`config.mk`:
```
export PLATFORM = sky130hd
export DESIGN_NAME = mssp_ctrl
export DESIGN_NICKNAME = d
export VERILOG_FILES = /design/src/design/mssp_pkg.sv /design/src/design/mssp_ctrl.sv
export SDC_FILE = /design/constraint.sdc
export NUM_CORES = 1
export LEC_CHECK = 0
export ABC_AREA = 1
export BUFFER_PORTS_ARGS = -buffer_cell sky130_fd_sc_hd__buf_2
export CAP_MARGIN = 40
export CELL_PAD_IN_SITES_DETAIL_PLACEMENT = 1
export CELL_PAD_IN_SITES_GLOBAL_PLACEMENT = 1
export CORE_MARGIN = 10
export CORE_UTILIZATION = 23
export DETAILED_ROUTE_END_ITERATION = 12
export GPL_TIMING_DRIVEN = 0
export PLACE_DENSITY_LB_ADDON = 0.1
export SETUP_SLACK_MARGIN = 0.5
export SLEW_MARGIN = 20
export SYNTH_ARGS = -nofsm -noshare
export SYNTH_HDL_FRONTEND = slang
export SYNTH_SLANG_ARGS = --single-unit
```
`constraint.sdc`:
```
create_clock -name clk_i -period 1.5 [get_ports clk_i]
set_input_delay 0.225 -clock clk_i [delete_from_list [all_inputs] [get_ports clk_i]]
set_output_delay 0.225 -clock clk_i [all_outputs]
set_load 0.01 [all_outputs]
```
`src/design/mssp_pkg.sv`:
```
package mssp_pkg;

  localparam int MaxNodesDef = 64;
  localparam int MaxEdgesDef = 1024;
  localparam int SourcesDef  = 10;

  localparam int NodeW   = 6;
  localparam int WeightW = 16;
  localparam int DistW   = 22;
  localparam int CountW  = 7;
  localparam int StatusW = 2;

  localparam logic [DistW-1:0] DistMax = {DistW{1'b1}};

  localparam logic [1:0] OpAdd     = 2'd0;
  localparam logic [1:0] OpCompute = 2'd1;
  localparam logic [1:0] OpQuery   = 2'd2;
  localparam logic [1:0] OpClear   = 2'd3;

  localparam logic [StatusW-1:0] StFound   = 2'd0;
  localparam logic [StatusW-1:0] StUnreach = 2'd1;
  localparam logic [StatusW-1:0] StNoSrc   = 2'd2;

  // controller to datapath
  typedef struct packed {
    logic add_edge;
    logic clear_edges;
    logic start_compute;
    logic init_row;
    logic scan_step;
    logic pick_min;
    logic relax_step;
    logic next_source;
    logic query;
  } mssp_cmd_t;

  // datapath to controller
  typedef struct packed {
    logic init_done;
    logic scan_done;
    logic none_found;
    logic relax_done;
    logic sources_done;
    logic res_busy;
  } mssp_sts_t;

endpackage

```
`src/design/mssp_ctrl.sv`:
```
module mssp_ctrl import mssp_pkg::*; (
  input  logic      clk_i,
  input  logic      rst_ni,
  input  logic      in_valid_i,
  input  logic [1:0] in_opcode_i,
  output logic      in_ready_o,
  input  logic      res_busy_i,
  input  mssp_sts_t sts_i,
  output mssp_cmd_t cmd_o
);

  localparam logic [2:0] SIdle  = 3'd0;
  localparam logic [2:0] SInit  = 3'd1;
  localparam logic [2:0] SScan  = 3'd2;
  localparam logic [2:0] SPick  = 3'd3;
  localparam logic [2:0] SRelax = 3'd4;
  localparam logic [2:0] SNext  = 3'd5;

  logic [2:0] state_q, state_d;
  logic       acc;

  assign in_ready_o = (state_q == SIdle) && !res_busy_i;
  assign acc        = in_valid_i && in_ready_o;

  always_comb begin
    state_d = state_q;
    cmd_o   = '0;
    case (state_q)
      SIdle: begin
        if (acc) begin
          case (in_opcode_i)
            OpAdd:     cmd_o.add_edge = 1'b1;
            OpClear:   cmd_o.clear_edges = 1'b1;
            OpQuery:   cmd_o.query = 1'b1;
            OpCompute: begin
              cmd_o.start_compute = 1'b1;
              state_d = SInit;
            end
            default: ;
          endcase
        end
      end
      SInit: begin
        cmd_o.init_row = 1'b1;
        if (sts_i.init_done) state_d = SScan;
      end
      SScan: begin
        cmd_o.scan_step = 1'b1;
        if (sts_i.scan_done) state_d = SPick;
      end
      SPick: begin
        cmd_o.pick_min = 1'b1;
        state_d = sts_i.none_found ? SNext : SRelax;
      end
      SRelax: begin
        cmd_o.relax_step = 1'b1;
        if (sts_i.relax_done) state_d = SScan;
      end
      SNext: begin
        cmd_o.next_source = 1'b1;
        state_d = sts_i.sources_done ? SIdle : SInit;
      end
      default: state_d = SIdle;
    endcase
  end

  always_ff @(posedge clk_i or negedge rst_ni) begin
    if (!rst_ni) begin
      state_q <= SIdle;
    end else begin
      state_q <= state_d;
    end
  end

  assert property (@(posedge clk_i) disable iff (!rst_ni)
    (state_q != SIdle) |-> !in_ready_o)
    else $error("ready while computing");
  assert property (@(posedge clk_i) disable iff (!rst_ni)
    $onehot0({cmd_o.add_edge, cmd_o.clear_edges, cmd_o.query, cmd_o.start_compute}))
    else $error("more than one item command");
  assert property (@(posedge clk_i) disable iff (!rst_ni)
    (state_q == SPick) |=> (state_q == SNext || state_q == SRelax))
    else $error("bad pick successor");

endmodule

```
==> impl_metrics.csv, run 1 <==
group,metric,value,unit
yosys,synth_nets,61,
floorplan,die_w,56.3,um
clocking,clk_pin_slew_worst_paths,30,ps
global_route,grt_pass1_vias,481,
power_and_ir_drop,p_leak,0.393,nW
yosys,syn-cell-area,303,sq um
yosys,ys_seq_elements,3,
power_and_ir_drop,powerDensity,1460,nW/um^2
layout,areaGrowthSynthToFinish,136,%
layout,largest_reg_flops,3,
clocking,cts_htree_levels,1,
setup_path,arrival,1330,ps
setup_path,crit_family,"simple AND/OR/NAND/NOR gates",
sta,drv_slew,0,
drt,viasPerCell,4.51,
sta,fmax,643,MHz
clocking,clk_latency,230,ps
sta,postLayoutSetupSlackWorst,-54.1,ps
layout,fin_nets,100,
drt,vias,460,
setup_path,crit_path_frequent_cell,"nor2_4",
sta,setup_tns,-194,ps
setup_path,path_class,"flop to output port",
floorplan,pin_count,22,
layout,largest_register,"state_q",
sta,fin_crit_sh,104,%
layout,final_common_cell,"buf_2",
layout,drive_gt1_share,72.4,%
layout,fill_cells,170,
sta,rsz0062_at_grt,"true",
setup_path,critPathBufInv,1,
clocking,clk_path_buf_depth,2,
sta,worst_pin_slew,206,ps
setup_path,slowest_stage,"dfrtp_2",
setup_path,path_cells,"nor2_4 -> nand2_2 -> nor2_4 -> nand2_4 -> nor3_4 -> buf_2",
drt,drt-total-wl,1.44,mm
global_route,grt_max_degree,6,
clocking,cts_tree,"built",
setup_path,start_kind,"flop",
drt,antenna_left,0,
sta,hold_viol,0,
drt,drc,0,
placed_design,globalplace.congestion,0.691,
drt,routedWlPerCell,14.1,um
worst_hold_path,hold_path_class,"input pin to flop",
sta,period_needed,1550,ps
run_status,status,"finished, violations left",
layout,layout_common_cells,"15 x buf_2, 9 x buf_4, 8 x inv_1, 8 x buf_6, 5 x nor3_4",
clocking,cts-root-buf,"clkbuf_4",
layout,num_antenna_cells,0,
layout,post-route-util,56.4,%
clocking,clock_sinks,3,
setup_path,crit_fanout,4,
placed_design,place_ws,89.4,ps
yosys,ys_seq_area_share,24.8,%
floorplan,rows,13,
placed_design,dp_hpwl,911,um
yosys,synth_area_leaders,"dfrtp_1 25%, inv_1 16%, nor3_1 9.9%",
yosys,ys.warnings.count,0,
drt,drtIter0Drc,4,
placed_design,port_buffers,20,
yosys,syn_inst,49,
layout,top_regs,"state_q (3)",
yosys,yosys.area.top_type,"dfrtp_1",
clocking,cts_buffers,3,
run_status,failed_checks,"negative setup slack",
yosys,synth.distinct_cells,14,
floorplan,fp.dieH,56.3,um
global_route,grt_use_total,7.84,%
floorplan,initial_core_util,23.9,%
global_route,grt_overflow_total,0,
yosys,syn_area_per_cell,6.18,sq um
setup_path,crit_path_end_kind,"output port",
global_route,grt_pass1_wl,2.01,mm
sta,setup_viol,4,
power_and_ir_drop,peakVddDrop,763,uV
flow_run,cap_violations,0,
sta,fin_worst_skew,4.47,ps
floorplan,dieArea,3170,sq um
drt,first_pass_iters,4,
sta,maxSlewHeadroom,86.3,%
yosys,yosysTopAreaCellShare,24.8,%
setup_path,cpPeakStageDelay,420,ps
setup_path,cp.required,1270,ps
global_route,grt_antenna_before_repair,0,
floorplan,coreArea,1270,sq um
-- final timing paths --
path / startpoint / slack, ps / cells past startpoint / endpoint
setup / recovery: state_q[2] / -50 / 6 / cmd_o[6]
hold / removal: sts_i[5] / 260 / 4 / state_q[0]
setup reg to reg: state_q[2] / 130 / 9 / state_q[0]
hold reg to reg: state_q[1] / 730 / 4 / state_q[2]
max in group asynchronous: rst_ni / 1050 / 2 / state_q[0]
min in group asynchronous: rst_ni / 330 / 2 / state_q[1]
-- per-layer routing --
metal,share of wire (%),vias to the layer above,GRT usage (%)
li1,-,232,-
met1,39,213,7.67
met2,54,11,13.6
met3,5.1,4,2.70
met4,1.9,0,5.15
met5,0,-,0
-- Yosys cell counts (all sizes together) --
cell type	n
a21oi	1
dfrtp	3
inv	14
nand2	8
nand3	6
nand3b	1
nand4	2
nor2	8
nor3	6
-- where the power goes --
part	switching [mW]	internal (mW)	total [mW]	leakage, nW
clock	0.0425	0.0997	0.142	0.0150
combinational	0.386	0.383	0.769	0.342
sequential	0.0260	0.109	0.135	0.0357
total	0.455	0.591	1.05	0.393
-- repair_timing --
action,CTS,global route
endpoints found under the hold margin,3,0
resized for setup,8,23
buffers inserted,7,6
endpoints found under the setup margin,13,13
pin swaps,4,8
cloned,0,0
hold buffers,1,0
-- logic make-up after synthesis --
kind of cell    Yosys count  share of synthesized area (%)
buf+inv                  14                           17.4
flops                     3                           24.8
compound gates            1                           1.65
simple gates             31                           56.2
-- worst register-to-register path: stages (launching register included) --
cell and delay (ps):
dfrtp_2 420, buf_4 150, buf_8 130, inv_6 60
nand3_4 60, buf_6 130, nor2_2 110, nor2_2 50
nand3_1 80, nand2_1 60
-- cell type report --
type | instances | area, sq um | share of cell area [%]
inverters | 14 | 62.6 | 8.74
clock buffers | 4 | 26.3 | 3.67
repair buffers | 34 | 258 | 36.0
well taps | 15 | 18.8 | 2.62
flip-flops and latches | 3 | 78.8 | 11.0
multi-input cells | 32 | 272 | 37.9
-- metrics by stage --
step                      cell area [sq um]  cells  total power, mW  hold WS (ps)
after floorplan                         358     49            0.406         -70.6
after global placement                  477     84            0.522          19.3
after detailed placement                477     84            0.521          20.6
after CTS                               587     96            0.809           257
after global routing                    716    102             1.13           293
final                                   716    102             1.05           256
Note: power is estimated with default switching activity, not from simulation.
==> run 2, diff against run 1 <==
RECOVER_POWER = 100   (was not set)
clock period = 1.65 ns   (was 1.5 ns; I/O delays follow)
==> impl_metrics.csv, run 2 (synthesis gave the netlist of run 1 again) <==
group,metric,value,unit
run_status,status,"finished clean",
global_route,grt_overflow_total,0,
layout,areaGrowthSynthToFinish,122,%
sta,period_needed,1560,ps
clocking,clk_pin_slew_worst_paths,30,ps
clocking,cts_htree_levels,1,
power_and_ir_drop,p_seq_share,13.9,%
flow_run,cap_violations,0,
power_and_ir_drop,swShare,43.7,%
drt,drt-total-wl,1.41,mm
layout,drive_gt1_share,62.4,%
sta,fin_crit_sh,94.8,%
sta,setup_viol,0,
setup_path,start_kind,"flop",
drt,first_pass_iters,4,
sta,fin_worst_skew,3.67,ps
layout,final_common_cell,"buf_2",
drt,antenna_left,0,
sta,drv_slew,0,
clocking,cts_buffers,3,
floorplan,rows,13,
setup_path,cp.required,1400,ps
placed_design,dp_hpwl,932,um
floorplan,coreArea,1270,sq um
floorplan,fp.dieH,56.3,um
setup_path,crit_fanout,4,
layout,num_antenna_cells,0,
clocking,clk_latency,230,ps
drt,vias,441,
power_and_ir_drop,powerDensity,1300,nW/um^2
setup_path,crit_path_end_kind,"output port",
drt,drc,0,
floorplan,initial_core_util,23.9,%
sta,fmax,639,MHz
layout,largest_reg_flops,3,
sta,postLayoutSetupSlackWorst,85.2,ps
layout,top_regs,"state_q (3)",
global_route,grt_pass1_vias,516,
placed_design,port_buffers,20,
placed_design,globalplace.congestion,0.677,
global_route,grt_pass1_wl,2.30,mm
layout,layout_common_cells,"16 x buf_2, 11 x inv_1, 7 x buf_4",
floorplan,dieArea,3170,sq um
global_route,grt_antenna_before_repair,0,
clocking,clk_path_buf_depth,2,
layout,largest_register,"state_q",
power_and_ir_drop,clock_power_share,14.3,%
power_and_ir_drop,p_leak,0.382,nW
floorplan,die_w,56.3,um
power_and_ir_drop,combPwrFrac,71.8,%
layout,register_area,78.8,sq um
layout,multi_input_area,267,sq um
power_and_ir_drop,peakVddDrop,586,uV
setup_path,path_class,"flop to output port",
sta,hold_ws,306,ps
drt,routedWlPerCell,14.1,um
global_route,grt_max_degree,6,
sta,worst_pin_slew,252,ps
sta,hold_viol,0,
global_route,grt_use_total,8.66,%
sta,rsz0062_at_grt,"true",
drt,viasPerCell,4.41,
setup_path,arrival,1320,ps
drt,drtIter0Drc,8,
clocking,cts_tree,"built",
worst_hold_path,hold_path_class,"input pin to flop",
clocking,clock_sinks,3,
sta,maxSlewHeadroom,83.1,%
clocking,cts-root-buf,"clkbuf_4",
layout,fin_nets,98,
layout,fill_cells,171,
floorplan,pin_count,22,
power_and_ir_drop,p_sw,0.384,mW
placed_design,place_ws,191,ps
power_and_ir_drop,p_int,0.495,mW
[run 2: cell types whose count changed in the layout (fill, tap and decap cells not counted), moves of 2 or more]
cell	previous run	this run
buf_6	8	5
inv_1	8	11
buf_4	9	7
inv_4	2	0
nand2_2	3	1
nand3_1	3	5
nand3_2	2	0
nor2_2	2	0
[run 2: final timing paths]
kind                         endpoint  slack [ps]  cells past startpoint       start
min in group asynchronous  state_q[1]         350                      2      rst_ni
setup / recovery             cmd_o[7]          90                      6  state_q[0]
setup reg to reg           state_q[0]         150                      8  state_q[0]
hold reg to reg            state_q[1]         720                      3  state_q[1]
max in group asynchronous  state_q[0]        1140                      2      rst_ni
hold / removal             state_q[0]         310                      4    sts_i[5]
[run 2: worst max-delay path, stage by stage (launching register included)]
cell and delay (ps):
dfrtp_2 410, nor2_4 120, nand2_2 80, nor2_4 110
nand2_4 100, nor3_4 110, buf_2 150
[run 2: cell type report]
type | count | area share [%]
repair buffers | 32 | 33.5
flip-flops and latches | 3 | 11.7
inverters | 14 | 8.55
clock buffers | 4 | 3.90
well taps | 15 | 2.79
multi-input cells | 32 | 39.6
[run 2: timing repair]
item / 4_1_cts / 5_1_grt
setup buffers: 8 / 3
gates resized for setup: 10 / 14
gates cloned: 0 / 0
hold buffers: 1 / 0
pin swaps: 4 / 5
setup endpoints to repair: 11 / 12
endpoints found under the hold margin: 3 / 0
[run 2: stage by stage]
step / power (mW) / TNS (ps) / instances / instance area, sq um / utilization [%]
floorplan: 0.365 / 0 / 49 / 353 / -
global placement: 0.473 / 0 / 84 / 472 / 37.2
detailed placement: 0.473 / 0 / 84 / 472 / 37.2
CTS: 0.772 / 0 / 97 / 602 / 47.4
global route: 0.954 / -8.65 / 100 / 673 / 53.1
finish: 0.878 / 0 / 100 / 673 / 53.1
[run 2: power groups by stage]
stage / sequential, mW / clock (mW) / combinational [mW]
2_1_floorplan: 0.129 / 0 / 0.236
3_3_place_gp: 0.138 / 0 / 0.335
3_5_place_dp: 0.139 / 0 / 0.333
4_1_cts: 0.119 / 0.133 / 0.520
5_1_grt: 0.124 / 0.140 / 0.690
6_report: 0.122 / 0.126 / 0.631
[run 2: routing by layer]
layer	global-route usage, %	routed length [um]	up-vias
met2	16.3	841	8
met5	0	0	-
met1	8.70	508	209
met4	4.12	0	0
li1	-	-	224
met3	1.80	56	0
==> run 3, diff against run 2 <==
ABC_AREA = not set   (was 1)
CORE_AREA = 10 10 47 49   (was not set)
CORE_MARGIN = not set   (was 10)
CORE_UTILIZATION = not set   (was 23)
DIE_AREA = 0 0 57 59   (was not set)
==> impl_metrics.csv, run 3 <==
group,metric,value,unit
layout,fin_cells,89,
power_and_ir_drop,p_sw,0.483,mW
floorplan,dieArea,3360,sq um
yosys,synth_area_leaders,"dfrtp_1 24%, buf_6 11%, nor3_1 9.5%",
sta,hold_ws,255,ps
layout,post-route-util,48.7,%
power_and_ir_drop,p_seq_share,12.2,%
worst_hold_path,min_path_cells,3,
yosys,ys_seq_elements,3,
sta,fin_worst_skew,0.612,ps
power_and_ir_drop,combPwrFrac,77.5,%
drt,viasPerCell,4.71,
placed_design,dp_hpwl,833,um
setup_path,cpPeakStageDelay,400,ps
layout,num_antenna_cells,0,
clocking,clk_latency,230,ps
global_route,grt_antenna_before_repair,0,
layout,top_regs,"state_q (3)",
yosys,yosysTopAreaCellShare,23.7,%
setup_path,arrival,1390,ps
drt,drtIter0Drc,6,
sta,drv_slew,0,
drt,routedWlPerCell,13.7,um
run_status,status,"finished clean",
sta,worst_pin_slew,433,ps
floorplan,fp.dieH,59,um
layout,largest_register,"state_q",
yosys,syn_area_per_cell,9.04,sq um
sta,maxSlewHeadroom,70.7,%
layout,drive_gt1_share,72.6,%
yosys,syn_inst,35,
layout,layout_common_cells,"13 x buf_2, 7 x buf_6, 7 x buf_4",
clocking,cts_tree,"built",
sta,setup_viol,0,
clocking,clk_pin_slew_worst_paths,30,ps
setup_path,path_class,"flop to output port",
yosys,ys.warnings.count,0,
setup_path,start_kind,"flop",
floorplan,die_w,57,um
layout,largest_reg_flops,3,
worst_hold_path,hold_path_class,"input pin to flop",
drt,antenna_left,0,
global_route,grt_pass1_vias,447,
setup_path,crit_path_end_kind,"output port",
yosys,synth_edf_count,0,
power_and_ir_drop,peakVddDrop,587,uV
yosys,synth_common_cells,"6 x nor3_1, 3 x buf_6, 3 x dfrtp_1, 3 x nand2_1",
yosys,synth-main-ff-cell,"dfrtp_1",
clocking,cts-root-buf,"clkbuf_4",
clocking,clk_path_buf_depth,2,
setup_path,slowest_stage,"dfrtp_1",
clocking,cts_htree_levels,1,
yosys,yosys.area.top_type,"dfrtp_1",
layout,areaGrowthSynthToFinish,115,%
clocking,cts_buffers,3,
floorplan,pin_count,22,
power_and_ir_drop,powerDensity,1760,nW/um^2
global_route,grt_max_degree,8,
drt,first_pass_iters,4,
sta,period_needed,1640,ps
placed_design,globalplace.congestion,0.646,
sta,rsz0062_at_grt,"true",
setup_path,cp.required,1400,ps
setup_path,path_cells,"buf_6 -> nor3_4 -> nand3b_4 -> nor3_2 -> buf_2",
sta,fmax,611,MHz
global_route,grt_use_total,7.48,%
global_route,grt_overflow_total,0,
global_route,grt_pass1_wl,1.98,mm
setup_path,ff2ff_path_depth,7,
drt,drt-total-wl,1.22,mm
setup_path,crit_fanout,4,
yosys,async_flop_share,100,%
yosys,synth.most_common_cell,"nor3_1",
floorplan,initial_core_util,22.6,%
drt,vias,419,
setup_path,cp_num_cells,5,
power_and_ir_drop,p_leak,0.339,nW
layout,fin_nets,86,
setup_path,critPathBufInv,2,
power_and_ir_drop,p_int,0.716,mW
layout,fill_cells,167,
yosys,synth_nets,47,
flow_run,cap_violations,0,
clocking,clock_sinks,3,
yosys,syn-cell-area,317,sq um
yosys,ys_seq_area_share,23.7,%
layout,final_common_cell,"buf_2",
floorplan,coreArea,1400,sq um
floorplan,rows,14,
power_and_ir_drop,clock_power_share,10.3,%
drt,drc,0,
placed_design,port_buffers,20,
setup_path,crit_family,"simple AND/OR/NAND/NOR gates",
sta,hold_viol,0,
placed_design,dp_cells,71,
yosys,synth.distinct_cells,22,
sta,fin_crit_sh,99.1,%
power_and_ir_drop,swShare,40.3,%
-- run 3: cell count changes after synthesis, sizes merged, moves of 3 or more --
| cell | delta |
|---|---|
| inv | -12 |
| nor2 | -7 |
| nand3 | -6 |
| nand2 | -5 |
| buf | +3 |
| nor3b | +3 |
-- run 3: final timing paths --
| kind | slack [ps] | from | end |
|---|---|---|---|
| setup / recovery | 10 | state_q[2] | cmd_o[8] |
| hold / removal | 250 | sts_i[2] | state_q[1] |
| setup reg to reg | 180 | state_q[2] | state_q[0] |
| hold reg to reg | 760 | state_q[1] | state_q[2] |
| max in group asynchronous | 1150 | rst_ni | state_q[1] |
| min in group asynchronous | 350 | rst_ni | state_q[0] |
-- run 3: final cells by class --
type                    instances  area, sq um  share of cell area, %
plain buffers                   3         33.8                   4.95
clock buffers                   4         26.3                   3.85
inverters                       2         7.51                   1.10
multi-input cells              27          293                   42.9
flip-flops and latches          3         75.1                   11.0
well taps                      16         20.0                   2.94
repair buffers                 34          226                   33.2
-- run 3: through the flow --
| step | instance area [sq um] | setup TNS, ps | worst slack, ps | power, mW |
|---|---|---|---|---|
| floorplan | 337 | 0 | 368 | 0.514 |
| global placement | 457 | 0 | 229 | 0.659 |
| detailed placement | 457 | 0 | 219 | 0.659 |
| CTS | 619 | 0 | 29.2 | 1.06 |
| global route | 682 | -220 | -68.2 | 1.30 |
| finish | 682 | 0 | 14.4 | 1.20 |
-- run 3: power by group through the flow --
stage	Sequential [mW]	Clock, mW	Combinational (mW)
global route	0.151	0.142	1.01
finish	0.146	0.124	0.929
CTS	0.144	0.128	0.786
floorplan	0.135	0	0.379
detailed placement	0.145	0	0.514
global placement	0.146	0	0.513
-- run 3: timing repair --
item                                    in CTS  in global routing
pin swaps                                    5                  6
setup buffers                               10                  3
resized for setup                           11                 10
hold endpoints to repair                     3                  0
endpoints found under the setup margin      11                 13
hold buffers                                 1                  0
-- run 3: logic make-up after synthesis --
kind of cell           Yosys count  share of synthesized area, %
flip-flops                       3                          23.7
buffers and inverters            5                          13.0
AND/OR/NAND/NOR                 22                          51.8
AO/OA/AOI/OAI                    4                          8.30
multiplexers                     1                          3.16
-- run 3: layer usage --
layer	GRT usage (%)	share of wire, %	wire length (um)	vias up
li1	-	-	-	205
met5	0	0	0	-
met1	7.97	44	538	202
met2	11.8	51	624	12
met3	3.22	4.9	60	0
met4	5.03	0	0	0
-- run 3: worst register-to-register path: stages (launching register included) --
cell and delay, ps:
dfrtp_1 400, buf_6 140, buf_4 130, buf_8 130, buf_6 110, nor4b_2 250
a211oi_2 60, o31a_1 130
